`config.mk`:
```
export PLATFORM = sky130hd
export DESIGN_NAME = mee_core_flat
export DESIGN_NICKNAME = d
export VERILOG_FILES = /design/src/sv/mee_pkg.sv /design/src/sv/mee_req_if.sv /design/src/sv/mee_core.sv /design/src/flat_wrapper.sv
export SDC_FILE = /design/constraint.sdc
export NUM_CORES = 1
export LEC_CHECK = 0
export BUFFER_PORTS_ARGS = -buffer_cell sky130_fd_sc_hd__buf_2
export CORE_ASPECT_RATIO = 0.5
export CORE_MARGIN = 2
export CORE_UTILIZATION = 52
export DETAILED_ROUTE_END_ITERATION = 7
export GPL_TIMING_DRIVEN = 0
export PLACE_DENSITY = 0.84
export SETUP_SLACK_MARGIN = 0.4
export SLEW_MARGIN = 20
export SYNTH_ARGS = -nofsm -noshare
export SYNTH_HDL_FRONTEND = slang
export SYNTH_SLANG_ARGS = --single-unit
```
`constraint.sdc`:
```
create_clock -name i_clk -period 4.4 [get_ports i_clk]
set_input_delay 0.88 -clock i_clk [delete_from_list [all_inputs] [get_ports i_clk]]
set_output_delay 0.88 -clock i_clk [all_outputs]
set_load 0.05 [all_outputs]
```
`src/sv/mee_pkg.sv`:
```
// ----------------------------------------------------------------------------
// mee_pkg
// Shared widths, defaults and request codes of the matrix encoding embedder.
// ----------------------------------------------------------------------------
package mee_pkg;

    // Fixed field widths
    localparam int VALUE_W  = 16;
    localparam int CODE_K_W = 4;

    // Defaults of the top-level parameters
    localparam int K_MAX_DEF         = 8;
    localparam int POSITION_BITS_DEF = 24;

    // Smallest code size
    localparam int K_MIN = 2;

    // Request codes
    localparam logic REQ_MESSAGE = 1'b0;
    localparam logic REQ_COEFF   = 1'b1;

endpackage

```
`src/sv/mee_req_if.sv`:
```
// ----------------------------------------------------------------------------
// mee_req_if
// Request channel: message chunk loads and coefficient transactions.
// ----------------------------------------------------------------------------
interface mee_req_if #(
    parameter int MSG_W = mee_pkg::K_MAX_DEF,
    parameter int POS_W = mee_pkg::POSITION_BITS_DEF
);
    import mee_pkg::*;

    logic                      valid;
    logic                      ready;
    logic                      req_type;
    logic [MSG_W-1:0]          message_bits;
    logic signed [VALUE_W-1:0] coeff_value;
    logic [POS_W-1:0]          coeff_position;

    modport source (
        output valid, req_type, message_bits, coeff_value, coeff_position,
        input  ready
    );

    modport sink (
        input  valid, req_type, message_bits, coeff_value, coeff_position,
        output ready
    );
endinterface

```
`src/sv/mee_core.sv`:
```
// ----------------------------------------------------------------------------
// mee_core
// Group fill, syndrome tracking, change selection and shrinkage compaction.
// ----------------------------------------------------------------------------
module mee_core #(
    parameter int K_MAX         = mee_pkg::K_MAX_DEF,
    parameter int POSITION_BITS = mee_pkg::POSITION_BITS_DEF
) (
    input  logic                              i_clk,
    input  logic                              i_rst_n,
    input  logic                              i_cfg_we,
    input  logic [K_MAX-1:0]                  i_n,
    mee_req_if.sink                           i_req,
    input  logic                              i_res_free,
    output logic                              o_res_load,
    output logic                              o_res_changed,
    output logic                              o_res_shrunk,
    output logic [POSITION_BITS-1:0]          o_res_position,
    output logic signed [mee_pkg::VALUE_W-1:0] o_res_value,
    output logic                              o_ram_we,
    output logic [K_MAX-1:0]                  o_ram_waddr,
    output logic [mee_pkg::VALUE_W+POSITION_BITS-1:0] o_ram_wdata,
    output logic [K_MAX-1:0]                  o_ram_raddr,
    input  logic [mee_pkg::VALUE_W+POSITION_BITS-1:0] i_ram_rdata
);
    import mee_pkg::*;

    localparam int DW = VALUE_W + POSITION_BITS;

    typedef enum logic [2:0] {
        ST_IDLE,
        ST_LOOKUP,
        ST_EVAL,
        ST_SHIFT,
        ST_DRAIN
    } t_state;

    t_state                    r_state;
    logic [K_MAX-1:0]          r_count;
    logic [K_MAX-1:0]          r_syn;
    logic [K_MAX-1:0]          r_msg;
    logic [K_MAX-1:0]          r_idx;
    logic                      r_dzero;
    logic [K_MAX-1:0]          r_i;
    logic                      r_wr_pend;
    logic [K_MAX-1:0]          r_wr_addr;

    logic                      accept;
    logic                      coeff_write;
    logic [K_MAX-1:0]          n_syn;
    logic [K_MAX-1:0]          n_count;
    logic [K_MAX-1:0]          d;
    logic signed [VALUE_W-1:0] rd_value;
    logic [POSITION_BITS-1:0]  rd_pos;
    logic signed [VALUE_W-1:0] new_val;
    logic [K_MAX-1:0]          shift_src;

    // Accept only between groups and outside compaction
    assign i_req.ready = (r_state == ST_IDLE);
    assign accept      = i_req.valid && i_req.ready;
    assign coeff_write = accept && (i_req.req_type == REQ_COEFF) && (i_req.coeff_value != '0);

    // Append the coefficient: next syndrome, count and distance
    assign n_syn   = i_req.coeff_value[0] ? (r_syn ^ (r_count + 1'b1)) : r_syn;
    assign n_count = r_count + 1'b1;
    assign d       = (n_syn ^ r_msg) & i_n;

    // Selected entry moved one step toward zero
    assign rd_value = i_ram_rdata[DW-1 -: VALUE_W];
    assign rd_pos   = i_ram_rdata[POSITION_BITS-1:0];
    assign new_val  = rd_value[VALUE_W-1] ? VALUE_W'(rd_value + 16'sd1)
                                          : VALUE_W'(rd_value - 16'sd1);

    // Compaction source: skip the removed entry
    assign shift_src = (r_i < r_idx) ? r_i : r_i + 1'b1;

    // Memory port steering
    always_comb begin
        o_ram_we    = coeff_write || r_wr_pend;
        o_ram_waddr = r_wr_pend ? r_wr_addr : r_count;
        o_ram_wdata = r_wr_pend ? i_ram_rdata : {i_req.coeff_value, i_req.coeff_position};
        o_ram_raddr = (r_state == ST_SHIFT) ? shift_src : r_idx;
    end

    // Result toward the output register
    always_comb begin
        o_res_load     = (r_state == ST_EVAL) && i_res_free;
        o_res_changed  = !r_dzero;
        o_res_shrunk   = !r_dzero && (new_val == '0);
        o_res_position = r_dzero ? '0 : rd_pos;
        o_res_value    = r_dzero ? '0 : new_val;
    end

    // State machine and group state
    always_ff @(posedge i_clk) begin
        if (!i_rst_n) begin
            r_state   <= ST_IDLE;
            r_count   <= '0;
            r_syn     <= '0;
            r_msg     <= '0;
            r_wr_pend <= 1'b0;
        end else begin
            r_wr_pend <= 1'b0;
            unique case (r_state)
                ST_IDLE: begin
                    if (accept && (i_req.req_type == REQ_MESSAGE)) begin
                        r_msg <= i_req.message_bits;
                    end else if (coeff_write) begin
                        r_count <= n_count;
                        r_syn   <= n_syn;
                        if (n_count == i_n) begin
                            r_idx   <= d - 1'b1;
                            r_dzero <= (d == '0);
                            r_state <= ST_LOOKUP;
                        end
                    end
                end
                ST_LOOKUP: begin
                    r_state <= ST_EVAL;
                end
                ST_EVAL: begin
                    if (i_res_free) begin
                        r_syn <= '0;
                        if (!r_dzero && (new_val == '0)) begin
                            r_count <= i_n - 1'b1;
                            r_i     <= '0;
                            r_state <= ST_SHIFT;
                        end else begin
                            r_count <= '0;
                            r_state <= ST_IDLE;
                        end
                    end
                end
                ST_SHIFT: begin
                    r_wr_pend <= 1'b1;
                    r_wr_addr <= r_i;
                    r_i       <= r_i + 1'b1;
                    if (r_i == r_count - 1'b1) begin
                        r_state <= ST_DRAIN;
                    end
                end
                ST_DRAIN: begin
                    r_state <= ST_IDLE;
                end
                default: begin
                    r_state <= ST_IDLE;
                end
            endcase

            // Rebuild the syndrome as compacted entries are written back
            if (r_wr_pend && i_ram_rdata[POSITION_BITS]) begin
                r_syn <= r_syn ^ (r_wr_addr + 1'b1);
            end

            // Empty the group on a code size change
            if (i_cfg_we) begin
                r_count <= '0;
                r_syn   <= '0;
            end
        end
    end
endmodule

```
`src/flat_wrapper.sv`:
```
// flat-port wrapper written by rule: the top's interface ports become plain ports
module mee_core_flat import mee_pkg::*;
#(
    parameter int K_MAX         = mee_pkg::K_MAX_DEF,
    parameter int POSITION_BITS = mee_pkg::POSITION_BITS_DEF
)
  (i_clk, i_rst_n, i_cfg_we, i_n, i_res_free, o_res_load, o_res_changed, o_res_shrunk, o_res_position, o_res_value, o_ram_we, o_ram_waddr, o_ram_wdata, o_ram_raddr, i_ram_rdata, i_req_valid, i_req_req_type, i_req_message_bits, i_req_coeff_value, i_req_coeff_position, i_req_ready);
  mee_req_if i_req_i ();
  input  logic i_clk;
  input  logic i_rst_n;
  input  logic i_cfg_we;
  input  logic [K_MAX-1:0] i_n;
  input  logic i_res_free;
  output logic o_res_load;
  output logic o_res_changed;
  output logic o_res_shrunk;
  output logic [POSITION_BITS-1:0] o_res_position;
  output logic signed [mee_pkg::VALUE_W-1:0] o_res_value;
  output logic o_ram_we;
  output logic [K_MAX-1:0] o_ram_waddr;
  output logic [mee_pkg::VALUE_W+POSITION_BITS-1:0] o_ram_wdata;
  output logic [K_MAX-1:0] o_ram_raddr;
  input  logic [mee_pkg::VALUE_W+POSITION_BITS-1:0] i_ram_rdata;
  input wire logic [$bits(i_req_i.valid)-1:0] i_req_valid;
  input wire logic [$bits(i_req_i.req_type)-1:0] i_req_req_type;
  input wire logic [$bits(i_req_i.message_bits)-1:0] i_req_message_bits;
  input wire logic [$bits(i_req_i.coeff_value)-1:0] i_req_coeff_value;
  input wire logic [$bits(i_req_i.coeff_position)-1:0] i_req_coeff_position;
  output wire logic [$bits(i_req_i.ready)-1:0] i_req_ready;
  assign i_req_i.valid = i_req_valid;
  assign i_req_i.req_type = i_req_req_type;
  assign i_req_i.message_bits = i_req_message_bits;
  assign i_req_i.coeff_value = i_req_coeff_value;
  assign i_req_i.coeff_position = i_req_coeff_position;
  assign i_req_ready = i_req_i.ready;
  mee_core #(.K_MAX(K_MAX), .POSITION_BITS(POSITION_BITS)) u_core (.i_clk(i_clk), .i_rst_n(i_rst_n), .i_cfg_we(i_cfg_we), .i_n(i_n), .i_req(i_req_i), .i_res_free(i_res_free), .o_res_load(o_res_load), .o_res_changed(o_res_changed), .o_res_shrunk(o_res_shrunk), .o_res_position(o_res_position), .o_res_value(o_res_value), .o_ram_we(o_ram_we), .o_ram_waddr(o_ram_waddr), .o_ram_wdata(o_ram_wdata), .o_ram_raddr(o_ram_raddr), .i_ram_rdata(i_ram_rdata));
endmodule
```
======== Yosys cells after proc, flatten, opt, wreduce, memory -nomap -nowiden ========
Cells that the tools add are included.
Widths: inputs -> output; s select.
storage, ports and cells
  bits in registers ....................... 53
  bits of input ports ..................... 102
  output and inout port bits .............. 101
operators by class
  add/subtract/negate cells ............... 8
  $lt $le $gt $ge ......................... 1
  equal/unequal tests ..................... 14
  mux-type cells .......................... 29
  bitwise logic cells ..................... 7
  reductions and logical operators ........ 24
operator list
  operator               number
  $mux 8                 14
  $pmux 8 s2             3
  $mux 40                1
  $mux 16                2
  $add 8x1->8 const B    3
  $mux 24                1
  $sub 8x1->8 const B    3
  $xor 8x8->8            3
  $add 16x2->16 const B  1
  $eq 8x8->1             2
  $logic_not 16->1       1
  $reduce_bool 16->1     1
  $sub 16x2->16 const B  1
  $mux 3                 5
  $ne 2x2->1 const B     6
  $pmux 3 s4             1
  $reduce_and 4->1       3
  $reduce_and 5->1       2
  $ne 3x3->1 const B     3
  $and 8x8->8            1
  $logic_not 8->1        1
  $lt 8x8->1             1
  $logic_and 1x1->1      7
  $eq 3x2->1 const B     2
  other kinds (11)       15

======== Longest topological paths before layout ========
Gate-level depths: netlist of run 1.
  depth in word-level cells ............... 8
  mapped depth ............................ 10

======== Worst setup path before layout of run 1 ========
No wires, ideal clock.
  path type ............................... input port to output port
  from .................................... input port i_ram_rdata[39] (netlist name)
  to ...................................... output port o_res_shrunk
  data arrival time ....................... 4,427 ps
  data required time ...................... 3,520 ps
  setup slack ............................. -907 ps
  stages .................................. 9
  cells stage by stage .................... inv_1 > ha_1 > a2111oi_2 > o21ai_2 > and3_1 > or2_2 > a211oi_1 > nand4b_1 > nor4_1
between the ends
  cells in the longest elaborated chain, start to end .. 4
  elaborated cells between the ends (all ways) .. 5
RTL lines
  element                                                RTL line                        RTL
  start: declaration                                     flat_wrapper.sv:23              input logic [mee_pkg::VALUE_W+POSITION_BITS-1:0] i_ram_rdata;
  $sub 16x2->16 / $add 16x2->16 (equally long branches)  mee_core.sv:72, mee_core.sv:71
  $mux 16 (*)                                            mee_core.sv:71                  assign new_val = rd_value[VALUE_W-1] ? VALUE_W'(rd_value + 16'sd1)
  $logic_not 16->1 (*)                                   mee_core.sv:89                  o_res_shrunk = !r_dzero && (new_val == '0);
  $logic_and 1x1->1 (*)                                  mee_core.sv:89
  end: declaration                                       flat_wrapper.sv:16              output logic o_res_shrunk;
Mark *: on every way between the ends. The rest lies on a longest branch, timed or not.

======== Final worst setup path of run 1 ========
Ends and elaborated chain as after synthesis.

==> results of run 1 <==
cell usage in the layout, fill, tap and decap left out, types with 9 or more instances in the layout:
cell type / count
sky130_fd_sc_hd__and2_1: 9
sky130_fd_sc_hd__nor2b_1: 28
sky130_fd_sc_hd__xnor2_1: 50
sky130_fd_sc_hd__mux2i_1: 10
sky130_fd_sc_hd__nand2_1: 61
sky130_fd_sc_hd__buf_2: 194
sky130_fd_sc_hd__inv_1: 28
sky130_fd_sc_hd__ha_1: 19
sky130_fd_sc_hd__o21ai_0: 33
sky130_fd_sc_hd__nor2_1: 63
sky130_fd_sc_hd__buf_6: 12
sky130_fd_sc_hd__buf_4: 31
sky130_fd_sc_hd__nor3_1: 13
sky130_fd_sc_hd__a21oi_1: 24
sky130_fd_sc_hd__a211oi_1: 12
sky130_fd_sc_hd__xor2_1: 19
sky130_fd_sc_hd__edfxtp_1: 25
sky130_fd_sc_hd__dfxtp_1: 28
sky130_fd_sc_hd__clkbuf_1: 22
sky130_fd_sc_hd__nand3_1: 30
sky130_fd_sc_hd__and3_1: 18
sky130_fd_sc_hd__mux2_2: 43
sky130_fd_sc_hd__buf_1: 9
path summary, 6_finish.rpt:
| path | slack (ns) | end | cells after the start | start |
|---|---|---|---|---|
| setup / recovery | 0.23 | o_res_shrunk | 13 | i_ram_rdata[39] |
| hold / removal | 0.50 | u_core.r_wr_addr[4] | 0 | u_core.r_i[4] |
| setup reg to reg | 1.38 | u_core.r_idx[7] | 7 | u_core.r_count[1] |
| hold reg to reg | 0.50 | u_core.r_wr_addr[4] | 0 | u_core.r_i[4] |
state kept, by name, indices dropped and copies added (netlist names):
register,cells
u_core.r_syn,8
u_core.r_dzero,1
u_core.r_wr_addr,8
u_core.r_idx,8
u_core.r_i,8
u_core.r_wr_pend,1
u_core.r_count,8
u_core.r_state,3
u_core.r_msg,8
repair_timing:
action / 4_1_cts / 5_1_grt
gates resized for setup: 36 / 29
buffers inserted: 23 / 12
endpoints found under the setup margin: 19 / 16
pin swaps: 23 / 14
gates cloned: 1 / 0
power by group:
part / switching [mW] / total, mW / internal (mW)
clock network: 0.196 / 0.447 / 0.251
logic: 0.442 / 0.729 / 0.287
registers: 0.00550 / 0.527 / 0.521
area by class of cell:
| cell class | count | area [µm²] |
|---|---|---|
| Timing Repair Buffer | 235 | 1383 |
| Clock buffer | 6 | 150.1 |
| Inverter | 29 | 112.6 |
| Clock inverter | 2 | 20.02 |
| Buffer | 39 | 165.2 |
| Sequential cell | 53 | 1311 |
| Multi-Input combinational cell | 601 | 4553 |
| Tap cell | 145 | 181.4 |
| Fill cell | 853 | 3069 |
cell families (layout without fill, tap and decap cells):
group                      after synthesis  in the layout  synth area share [%]
AOI/OAI and AO/OA                      159            159                 19.27
xor gates and xnor gates                72             72                 11.34
muxes                                   53             53                 10.07
and+or+nand+nor                        287            287                 25.57
adders and majority gates               30             30                 6.596
buffers and inverters                   68            311                 4.570
DFF                                     53             53                 22.59
per-stage QoR:
stage | std cells | power (mW) | TNS [ns] | cell area [µm²]
floorplan | 722 | 0.9717 | 0 | 5936
global placement | 1065 | 1.119 | -1.442 | 7108
detailed placement | 1066 | 1.131 | -2.028 | 7122
CTS | 1098 | 1.642 | 0 | 7694
global route | 1110 | 1.759 | 0 | 7876
finish | 1110 | 1.703 | 0 | 7876
critical path, stage by stage:
cell	delay [ns]
sky130_fd_sc_hd__buf_8	0.08
sky130_fd_sc_hd__clkinvlp_4	0.11
sky130_fd_sc_hd__buf_12	0.17
sky130_fd_sc_hd__ha_1	0.28
sky130_fd_sc_hd__clkbuf_2	0.18
sky130_fd_sc_hd__a21o_1	0.25
sky130_fd_sc_hd__a21oi_2	0.15
sky130_fd_sc_hd__nor3b_2	0.17
sky130_fd_sc_hd__o211ai_1	0.17
sky130_fd_sc_hd__a211oi_2	0.25
sky130_fd_sc_hd__nand4b_1	0.20
sky130_fd_sc_hd__nor4_4	0.20
sky130_fd_sc_hd__buf_6	0.19
routing by layer:
metal	share of wire (%)	wire length [µm]	track usage, %	vias to the layer above
li1	-	-	-	3118
met1	41	8516	45.86	3137
met2	47	9824	54.78	364
met3	11	2224	4.694	47
met4	1.9	405	7.064	0
met5	0	0	0	-
==> run summary, run 1 <==
The flow ran to the end, and the final reports show no timing, DRC or antenna violations. Summing over every cut layer, the via total after detailed routing is 6666. For the number of buffers inserted for hold repair after clock tree synthesis, the log shows 0. After global routing the overflow that remains totals 0. The run gives 71.96% as the post-layout utilization of the core. Classification of the worst setup path: in -> out. The library cell with the largest summed area after synthesis is sky130_fd_sc_hd__edfxtp_1.

The number of maximum-capacitance violations was 0. After synthesis, the cell types taking the most area are sky130_fd_sc_hd__edfxtp_1 13%, sky130_fd_sc_hd__dfxtp_1 9.7%, sky130_fd_sc_hd__mux2_2 8.3%. The final layout contains routed wiring with a total length of 20970 µm. In the routed design, unresolved DRC markers number 0. The analysis attributes to cell leakage a power of 3.381 nW. The number of different library cells in the post-synthesis netlist is 78. Ranked by instance count, the synthesized netlist is headed by 65 x sky130_fd_sc_hd__nor2_1, 61 x sky130_fd_sc_hd__nand2_1, 51 x sky130_fd_sc_hd__xnor2_1. The share of flip-flops with an asynchronous set or reset after synthesis is 0%, and the vertical extent of the die is 78.71 µm. Initial standard-cell utilization of the core: 53.03%. Among all cell types in the netlist, the one instantiated most often is sky130_fd_sc_hd__nor2_1. The initial antenna violation count is 0. The logs give 0 for the number of slew-limit violations in the final report and 0.01095 mm² for the area of the core region.

The signed area change from the synthesized netlist to the final layout is 35.70%. The detail route stage leaves a number of antenna-violating nets equal to 0. Clock skew on the completed layout was measured at 0.006456 ns. The run gives 2 as the CTS H-tree depth.

Number of global-route vias before repair: 6175. Setup violations remaining at the end of the flow were counted as 0. Yosys printed 0 warnings. Counting every sink on the clock net gives 53. TritonCTS built the clock tree. The maximum achievable frequency was 239.6 MHz; the final critical-path required period was 4.174 ns. The worst hold path class was reg -> reg. The register bit count reported by yosys is 53. Across the VDD grid, the largest voltage drop is 0.0002002 V. The gate count of the mapped netlist was 722. The pin slew with the least headroom to its limit is 0.9031 ns.

The worst path meets setup with 0.2259 ns of slack. The number of nets handed over by synthesis was 854. Prior to clock tree synthesis, the placed netlist has a worst setup slack of -0.3845 ns.

Setup repair after global routing could not meet its margin everywhere. The tools report the worst slew margin relative to its limit as 38.84%. After detailed routing, the average wire length per cell comes to 18.89 µm. The data arrival time of the worst path was 3.29 ns. For this block, the initial DRC count from the detailed router was 544. The type of origin of the critical path is a primary input. The via density per instance is 6.005, and the top fanout value on the critical path is 8. The tools report the nature of the critical path endpoint as a primary output. In the final layout, the share of cells above drive strength 1 is 36.79%. The final worst-path cycle share was 94.87%. Of the post-synthesis cell area, the dominant cell type holds 12.93%. The synthesized cell area came out at 0.005804 mm².

The root buffer cell chosen for the clock tree is sky130_fd_sc_hd__clkbuf_16. In the synthesized netlist the dominant register cell turns out to be sky130_fd_sc_hd__dfxtp_1. The run gives 203 as the count of boundary I/O pins. For this design the ratio of total power to cell area is 216.3 mW/mm². The number of enable flip-flop cells after synthesis is 25. Hold is met by 0.4980 ns. Entering global routing, the biggest net connects 19 pins. The detailed-routing iteration count for the pre-antenna-repair pass was 5. The final HPWL from detailed placement came out at 15780 µm. The wire length of the first global-routing pass is 32380 µm, and the die area is 0.01207 mm². The logs give 3.52 ns for the required time of the critical path and 0.9990 for the final weighted congestion in routability-driven placement. The die width was 153.4 µm; the sequential area share after synthesis was 22.59%. The run gives 2 as the maximum number of buffers from clock root to sink.

Global routing consumed, over all layers together, 32.87% of the routing resources. In this run, CTS created clock tree buffers numbering 5. The tools report the final hold violation count as 0. During placement, the flow inserted port buffers numbering 198. The tools report the row count as 27. At the end of the flow, the number of nets in the layout was 1096.

The number of antenna diodes in the final layout is 0. At the later pin of the worst-skew pair, clock insertion delay measures 0.30 ns. Each instance of the synthesized netlist takes up on average 8.039 µm². After clock tree synthesis, the clock-pin slew on the worst setup and hold paths is 0.08 ns.
Power figures use the tool's default switching activity.
==> inputs of run 2 (changes only) <==
BUFFER_PORTS_ARGS = -buffer_cell sky130_fd_sc_hd__clkbuf_2   (was -buffer_cell sky130_fd_sc_hd__buf_2)
SETUP_SLACK_MARGIN = not set   (was 0.4)
==> run 2 against run 1 <==
Clock power down 6.0%. Critical endpoint unchanged. Combinational power down 11%. Sequential power about the same. Critical path depth unchanged.
==> run summary, run 2 (synthesis gave the netlist of run 1 again) <==
In this run the vertical extent of the chip is 78.71 µm. After the last flow step, the layout net total stands at 1074. The run gives 31.05% as the all-layer global routing usage. The type of origin of the critical path was a primary input. The critical path starts at i_ram_rdata[39]. The final critical-path required period came out at 4.378 ns. The first detailed-routing pass ran for 5 iterations.

Setup slack on the critical path of the routed design comes to 0.02159 ns. The logs give 0 for the remaining number of nets flagged by the antenna check after routing and 0 for the initial antenna violation count. CTS built an H-tree with a depth of 2.

The worst clock skew is 0.008477 ns. The completed layout was analyzed and its total power is 1.599 mW. Setup violations remaining at the end of the flow were counted as 0. The library cell used most frequently in the layout, excluding fill and tap cells, is sky130_fd_sc_hd__clkbuf_2.

The worst setup path is captured at a primary output. No sink is reached through more buffers than the 2 on the longest clock path. During I/O placement, the number of pins put on the boundary was 203. Global routing used 6.004% of the available met3 tracks. The routed design has 20110 µm of wire. The CTS buffer count was 5; the signed area change from the synthesized netlist to the final layout was 29.53%. Once layout is done, the placed cells without fillers occupy 0.007518 mm². The die width works out to 153.4 µm. Entering global routing, the biggest net connects 18 pins. Dividing the final minimum period by the clock period gives 99.51%. The run finished with clean final reports. In this run the worst path has a maximum fanout of 5.

The logs give 30.16% for the worst slew margin relative to its limit and 0.30 ns for the clock latency at the later pin of the worst-skew pair. For the number of slew-limit violations in the final report, the log shows 0. The port buffer count came out at 198. Global routing used 52.05% of the available met2 tracks. The number of global-route vias before repair is 5926, and the worst-case setup slack after placement is -0.4387 ns. The run gives 0.0001765 V as the worst voltage drop across the vdd grid.

For this run the aggregate overflow at the end of global routing stands at 0. Detailed placement finished with a half-perimeter wire length of 15680 µm. The logs give 27 for the row count and 0.007017 mm² for the post-placement cell area.

The startpoint of the most critical register-to-register path was u_core.r_dzero. The number of cells on the worst reg-to-reg path is 8. The top cell types in the final layout, fill and taps aside, are 197 x sky130_fd_sc_hd__clkbuf_2, 64 x sky130_fd_sc_hd__nor2_1, 60 x sky130_fd_sc_hd__nand2_1. The die area came out at 0.01207 mm².

The initial standard-cell utilization of the core was 53.03%. The fraction of final layout cells with drive strength greater than 1 was 34.89%. After detailed routing, the number of remaining DRC violations is 0. Setup repair after global routing could not meet its margin everywhere.

The total number of vias was 6535. For this run, global-route usage on met1 was measured as 42.22%. The pin slew with the least headroom to its limit was 1.035 ns; the number of maximum-capacitance violations was 0. The data arrival time of the worst path is 3.50 ns, and the setup slack of the worst register-to-register path is 1.29 ns. The endpoint identified for the worst register-to-register timing path is u_core.r_i[0].

The area of the core region is 0.01095 mm², and the first-iteration detailed-routing DRC count is 541. For this design the static power due to leakage is 3.225 nW. Based on the critical path, the design can be clocked at up to 228.4 MHz. For the sink count of the clock tree, the log shows 53. CTS placed an instance of sky130_fd_sc_hd__clkbuf_16 at the clock tree root.

TritonCTS built the clock tree. The tools report the required time of the critical path as 3.52 ns. At the end of routability-driven placement, the weighted congestion stood at 0.9718. Hold timing on the final database bottoms out at a slack of 0.5058 ns.

The setup path with the least slack is of type in -> out. Power density of the placed cells: 212.7 mW/mm². The first global-routing pass estimated 30240 µm of wire. The diode insertion count for antenna repair came out at 0. The tightest min-delay check is of the reg -> reg type. Using the TritonRoute via totals, the vias-per-cell ratio works out to 6.006. In the final routed layout, each cell accounts on average for 18.48 µm. The routing layer with the top usage in global route is met2.

The final hold violation count is 0. The tools report the worst setup path endpoint as o_res_shrunk. After clock tree synthesis, the clock-pin slew on the worst setup and hold paths is 0.08 ns.
==> run 2: cell types whose count changed in the layout (fill, tap and decap cells not counted), sizes merged <==
cell	previous run	this run
clkinvlp	1	2
clkinv	1	0
clkbuf	30	226
buf	250	32
==> run 2: what timing repair did <==
item | CTS | global route
cloned | 0 | 0
setup buffers | 5 | 11
pin swaps | 3 | 14
hold buffers | 0 | 0
setup endpoints to repair | 2 | 10
gates resized for setup | 3 | 49
==> run 2: routing by layer <==
layer,part of all wire (%),wire length [µm]
met5,0,0
met4,1.4,277
met3,10,2028
met2,46,9325
met1,42,8476
==> run 2: worst min-delay path by stage <==
stage                             start                  end  cells after the start
after floorplan           u_core.r_i[2]  u_core.r_wr_addr[2]                      0
final                     u_core.r_i[4]  u_core.r_wr_addr[4]                      0
after detailed placement  u_core.r_i[4]  u_core.r_wr_addr[4]                      0
after CTS                 u_core.r_i[4]  u_core.r_wr_addr[4]                      0
after global routing      u_core.r_i[4]  u_core.r_wr_addr[4]                      0
after global placement    u_core.r_i[4]  u_core.r_wr_addr[4]                      0
==> run 2: stage by stage <==
step           cells  util [%]  setup TNS (ns)
6_report        1088     68.69               0
5_1_grt         1088     68.69        -0.08721
2_1_floorplan    722         -        -0.08180
4_1_cts         1079     65.98               0
3_5_place_dp    1066     64.11          -1.263
3_3_place_gp    1065     63.98         -0.4343
==> run 2: area by class of cell <==
type                       count  area [µm²]
sequential                    53        1311
multi-input combinational    601        4468
fill                         895        3427
clock buffer                   6       138.9
buffer                        37       148.9
inverter                      29       112.6
tap                          145       181.4
clock inverter                 2       16.27
timing repair buffer         215        1141
==> run 2: worst max-delay path, stage by stage <==
cell and delay, ns:
sky130_fd_sc_hd__buf_8 0.08, sky130_fd_sc_hd__clkinvlp_4 0.12, sky130_fd_sc_hd__buf_6 0.16, sky130_fd_sc_hd__buf_4 0.14, sky130_fd_sc_hd__ha_4 0.28, sky130_fd_sc_hd__a211oi_4 0.09
sky130_fd_sc_hd__buf_4 0.16, sky130_fd_sc_hd__or2_2 0.34, sky130_fd_sc_hd__a221oi_2 0.33, sky130_fd_sc_hd__and3_1 0.20, sky130_fd_sc_hd__nand4b_1 0.16, sky130_fd_sc_hd__nor4_4 0.33
sky130_fd_sc_hd__clkbuf_8 0.23
==> run 2: power breakdown <==
| part | total [mW] | internal [mW] | switching, mW |
|---|---|---|---|
| Sequential | 0.527 | 0.521 | 0.00549 |
| Clock | 0.420 | 0.229 | 0.191 |
| Combinational | 0.652 | 0.235 | 0.417 |
| Total | 1.60 | 0.985 | 0.614 |
==> inputs of run 3 (changes only) <==
ABC_AREA = 1   (was not set)
==> run 3 against run 2 <==
Utilization fell by 1.3 points. Largest power group unchanged. Sequential power grew 0.9%. Combinational power fell by 15%. Critical path type unchanged. Worst setup slack improved by 0.34 ns. Clock-buffer cell count stayed put. Critical path depth fell by 2. Synthesized cell count rose by 30%. Highest routed layer unchanged.
==> run summary, run 3 <==
The logs give 1481 µm for the routed wire length on met3 and 0.001311 mm² for the area of all sequential standard cells. The type of origin of the critical path is a primary input. The synthesized design contains 53 register bits. Entering global routing, the biggest net connects 17 pins.

For the maximum number of buffers from clock root to sink, the log shows 2. The filler cells instantiated in the layout total 964. The total number of vias came out at 6745.

The logs give 0.3612 ns for the minimum setup slack in the final design and 423 for the first-iteration detailed-routing DRC count. The number of nets at the end of the flow was 1278. Ranked by instance count, the synthesized netlist is headed by 255 x sky130_fd_sc_hd__nand2_1, 151 x sky130_fd_sc_hd__inv_1, 107 x sky130_fd_sc_hd__nor2_1.

The flow ran to the end, and the final reports show no timing, DRC or antenna violations. The run gives 34.7% as the portion of total power attributed to sequential cells. After detailed routing, the number of vias per cell comes to 5.241. The fraction of final layout cells with drive strength greater than 1 is 22.67%, and the total area of multi-input combinational cells is 0.003640 mm².

Among all stages on the critical path, the largest delay is contributed by sky130_fd_sc_hd__inv_1. In this run the count of I/O pins placed on the die edge is 203. CTS buffer count: 5. The floorplan has 26 rows. The number of cells on the critical path was 11. Yosys mapped the design onto 44 distinct sky130hd cell types. The number of buffer and inverter stages on the critical path works out to 3. In this run the worst setup path terminates at o_res_shrunk. Worst-case setup slack after placement: 0.2862 ns. Worst setup path startpoint: i_ram_rdata[39]. The run gives 0 as the number of buffers inserted for hold repair after clock tree synthesis. In this run the standard cell core region covers 0.01038 mm². The tools report the synthesized cell area as 0.005637 mm².

The switching portion of total power is 37.57%. For the final hold violation count, the log shows 0. Routability-driven placement finished with a final weighted congestion of 0.9445. The diode insertion count for antenna repair came out at 0. The delay of the slowest cell on the worst path is 0.45 ns, and the final worst-path cycle share is 91.79%. Setup repair after global routing left no endpoint under its margin. The predominant post-synthesis flop cell is sky130_fd_sc_hd__dfxtp_1.

The number of slew-limit violations in the final report was 0. Internal power comes to 957.8 µW. Gates resized during post-CTS repair numbered 0. sky130_fd_sc_hd__nand2_1 is the most common cell in the netlist.

The signal on the critical path passes through clkbuf_2 > inv_1 > ha_1 > a21oi_1 > nand2_1 > nand2_1 > nand3b_1 > nand2_1 > nand3_1 > nor4_2 > clkbuf_2. The tools report the gate count of the mapped netlist as 939. The first detailed-routing pass took 7 iterations.

Counting flops with an async set or reset pin after synthesis yields a share of 0%. Ranked by total cell area, the synthesized netlist is headed by sky130_fd_sc_hd__nand2_1 17%, sky130_fd_sc_hd__edfxtp_1 13%, sky130_fd_sc_hd__inv_1 10%. At the pin with the least slew margin, the transition time is 0.8209 ns. The die is 151.2 µm wide. The top fanout value on the critical path works out to 16. For the remaining number of nets flagged by the antenna check after routing, the log shows 0. The library cell with the largest summed area after synthesis was sky130_fd_sc_hd__nand2_1. The tightest hold path in the finished design has a slack of 0.4583 ns. The most common library cell in the layout ignoring fill and taps is sky130_fd_sc_hd__nand2_1.

The die covers 0.01174 mm². TritonCTS built the clock tree. In this run the critical register-to-register path is launched from u_core.r_count[0]. The endpoint identified for the worst register-to-register timing path is u_core.r_idx[0]. For the net load switching power, the log shows 576.5 µW. The top cell family by delay on the critical path was buffers and inverters. The initial standard-cell utilization of the core is 54.32%. The tools report the all-layer global routing usage as 30.07%. The CTS H-tree depth was 2; the number of global-route vias before repair was 6043. Setup violations remaining at the end of the flow were counted as 0. The CTS clock-pin slew for the worst setup and hold paths is 0.07 ns. The worst hold path class is reg -> reg. The routed length on met1 is 7982 µm, and the routed length per instance is 13.91 µm. The number of buffers added for setup after CTS was 0; the sequential area share after synthesis was 23.26%. The global route total overflow was 0; the portion of total power attributed to combinational logic was 35.9%. By instance count, the cell type seen most on the critical path is sky130_fd_sc_hd__nand2_1. The library cells used most frequently in the layout, excluding fill and tap cells, are 255 x sky130_fd_sc_hd__nand2_1, 200 x sky130_fd_sc_hd__clkbuf_2, 151 x sky130_fd_sc_hd__inv_1. Wire segments on met2 add up to 8094 µm in the final route. The non-filler instance count after layout is 1287. Once detailed placement completed, the half-perimeter wirelength came to 14680 µm. After detailed placement, the design holds a cell count of 1279. The area growth from synthesis to layout is 24.04%.

The initial antenna violation count is 0, and the net count after synthesis is 1071. Clock latency on the worst-skew pair, taken at its later pin, is 0.29 ns. The highest layer touched by signal routing is met4. For this design, the sink count on the clock tree is 53.

The share of total power dissipated in the clock network is 29.4%. During placement, the flow inserted port buffers numbering 200. The synthesized design contains 25 enable-type register cells.

The first global-routing pass estimated 28420 µm of wire. The synthesized area per cell was 6.003 µm². The run gives 0 as the count of warnings emitted by yosys. The accumulated negative setup slack was 0 ns. The nature of the critical path endpoint was a primary output. The logs give 3.52 ns for the required time of the critical path and 0 for the detailed-route DRC error count. For this block, the routed nets add up to 17900 µm of wire. The setup check on the worst reg-to-reg path leaves a slack of 1.45 ns.

Power density of the placed cells: 219.4 mW/mm². The worst reg2reg path depth was 10; the number of maximum-capacitance violations was 0. The post-layout utilization of the core was 67.37%; the worst voltage drop across the vdd grid was 0.0001386 V. The final critical-path required period works out to 4.039 ns. The classification of the worst setup path was in -> out. The die is 77.62 µm tall. After synthesis, the largest area contributor takes up 16.98% of total cell area.

Worst slew margin relative to its limit: 44.98%. The cell at the root of the clock tree is sky130_fd_sc_hd__clkbuf_16. The analysis attributes to cell leakage a power of 3.773 nW. The maximum achievable frequency was 247.6 MHz; the worst clock skew was 0.006312 ns.

STA puts the critical path data arrival time at 3.16 ns.
run 3: changes by cell type in the layout (fill, tap and decap cells not counted), sizes merged, moves of 18 or more:
cell   before  now
nand2      62  268
inv        29  154
nor2       65  122
o21ai      42   98
mux2       43    0
xnor2      51   11
buf        32    4
nor2b      28    0
and3       22    0
a21oi      30   49
nand3      31   49
run 3: per-layer routing:
| layer | vias up | global-route usage [%] |
|---|---|---|
| met4 | 0 | 7.570 |
| met2 | 271 | 50.18 |
| met1 | 3053 | 41.07 |
| met3 | 30 | 4.118 |
| met5 | - | 0 |
| li1 | 3391 | - |
run 3: power by group through the flow:
stage | Combinational [mW] | Sequential [mW] | Clock (mW)
5_1_grt | 0.607 | 0.533 | 0.467
4_1_cts | 0.546 | 0.532 | 0.451
3_5_place_dp | 0.543 | 0.543 | 0
2_1_floorplan | 0.393 | 0.541 | 0
6_report | 0.551 | 0.532 | 0.451
3_3_place_gp | 0.532 | 0.543 | 0
run 3: cell families (layout without fill, tap and decap cells):
family,count (synthesis),count (layout),share of synthesized area [%]
DFF,53,53,23.26
xor gates and xnor gates,35,35,5.572
and+or+nand+nor,480,480,37.00
AOI/OAI and AO/OA,159,159,15.01
adders and majority gates,30,30,6.793
buffers and inverters,182,390,12.36
run 3: worst register-to-register path: cells and delay by family (launching register included):
| kind | cells | cell delay [ns] |
|---|---|---|
| simple gates | 6 | 1.36 |
| flops | 1 | 0.46 |
| fa+ha+maj | 1 | 0.43 |
| buf+inv | 2 | 0.23 |
| compound gates | 1 | 0.09 |
run 3: stage by stage:
step           area, µm²  power [mW]
6_report            6992       1.534
5_1_grt             6992       1.607
3_5_place_dp        6824       1.086
2_1_floorplan       5643      0.9342
3_3_place_gp        6819       1.075
4_1_cts             6992       1.529
run 3: how the worst min path moves through the flow:
stage,startpoint,end,cells past startpoint
6_report,u_core.r_msg[6],u_core.r_msg[6],2
5_1_grt,u_core.r_msg[5],u_core.r_msg[5],2
4_1_cts,u_core.r_msg[6],u_core.r_msg[6],2
3_5_place_dp,u_core.r_msg[6],u_core.r_msg[6],2
3_3_place_gp,u_core.r_msg[6],u_core.r_msg[6],2
2_1_floorplan,u_core.r_msg[2],u_core.r_msg[2],2
run 3: area by class of cell:
| type | instances | area share, % |
|---|---|---|
| buffer | 26 | 1.593 |
| clock buffer | 6 | 1.843 |
| clock inverter | 2 | 0.5548 |
| inverter | 156 | 8.375 |
| multi-input combinational | 704 | 52.06 |
| sequential | 53 | 18.75 |
| tap | 140 | 2.505 |
| timing repair buffer | 200 | 14.32 |
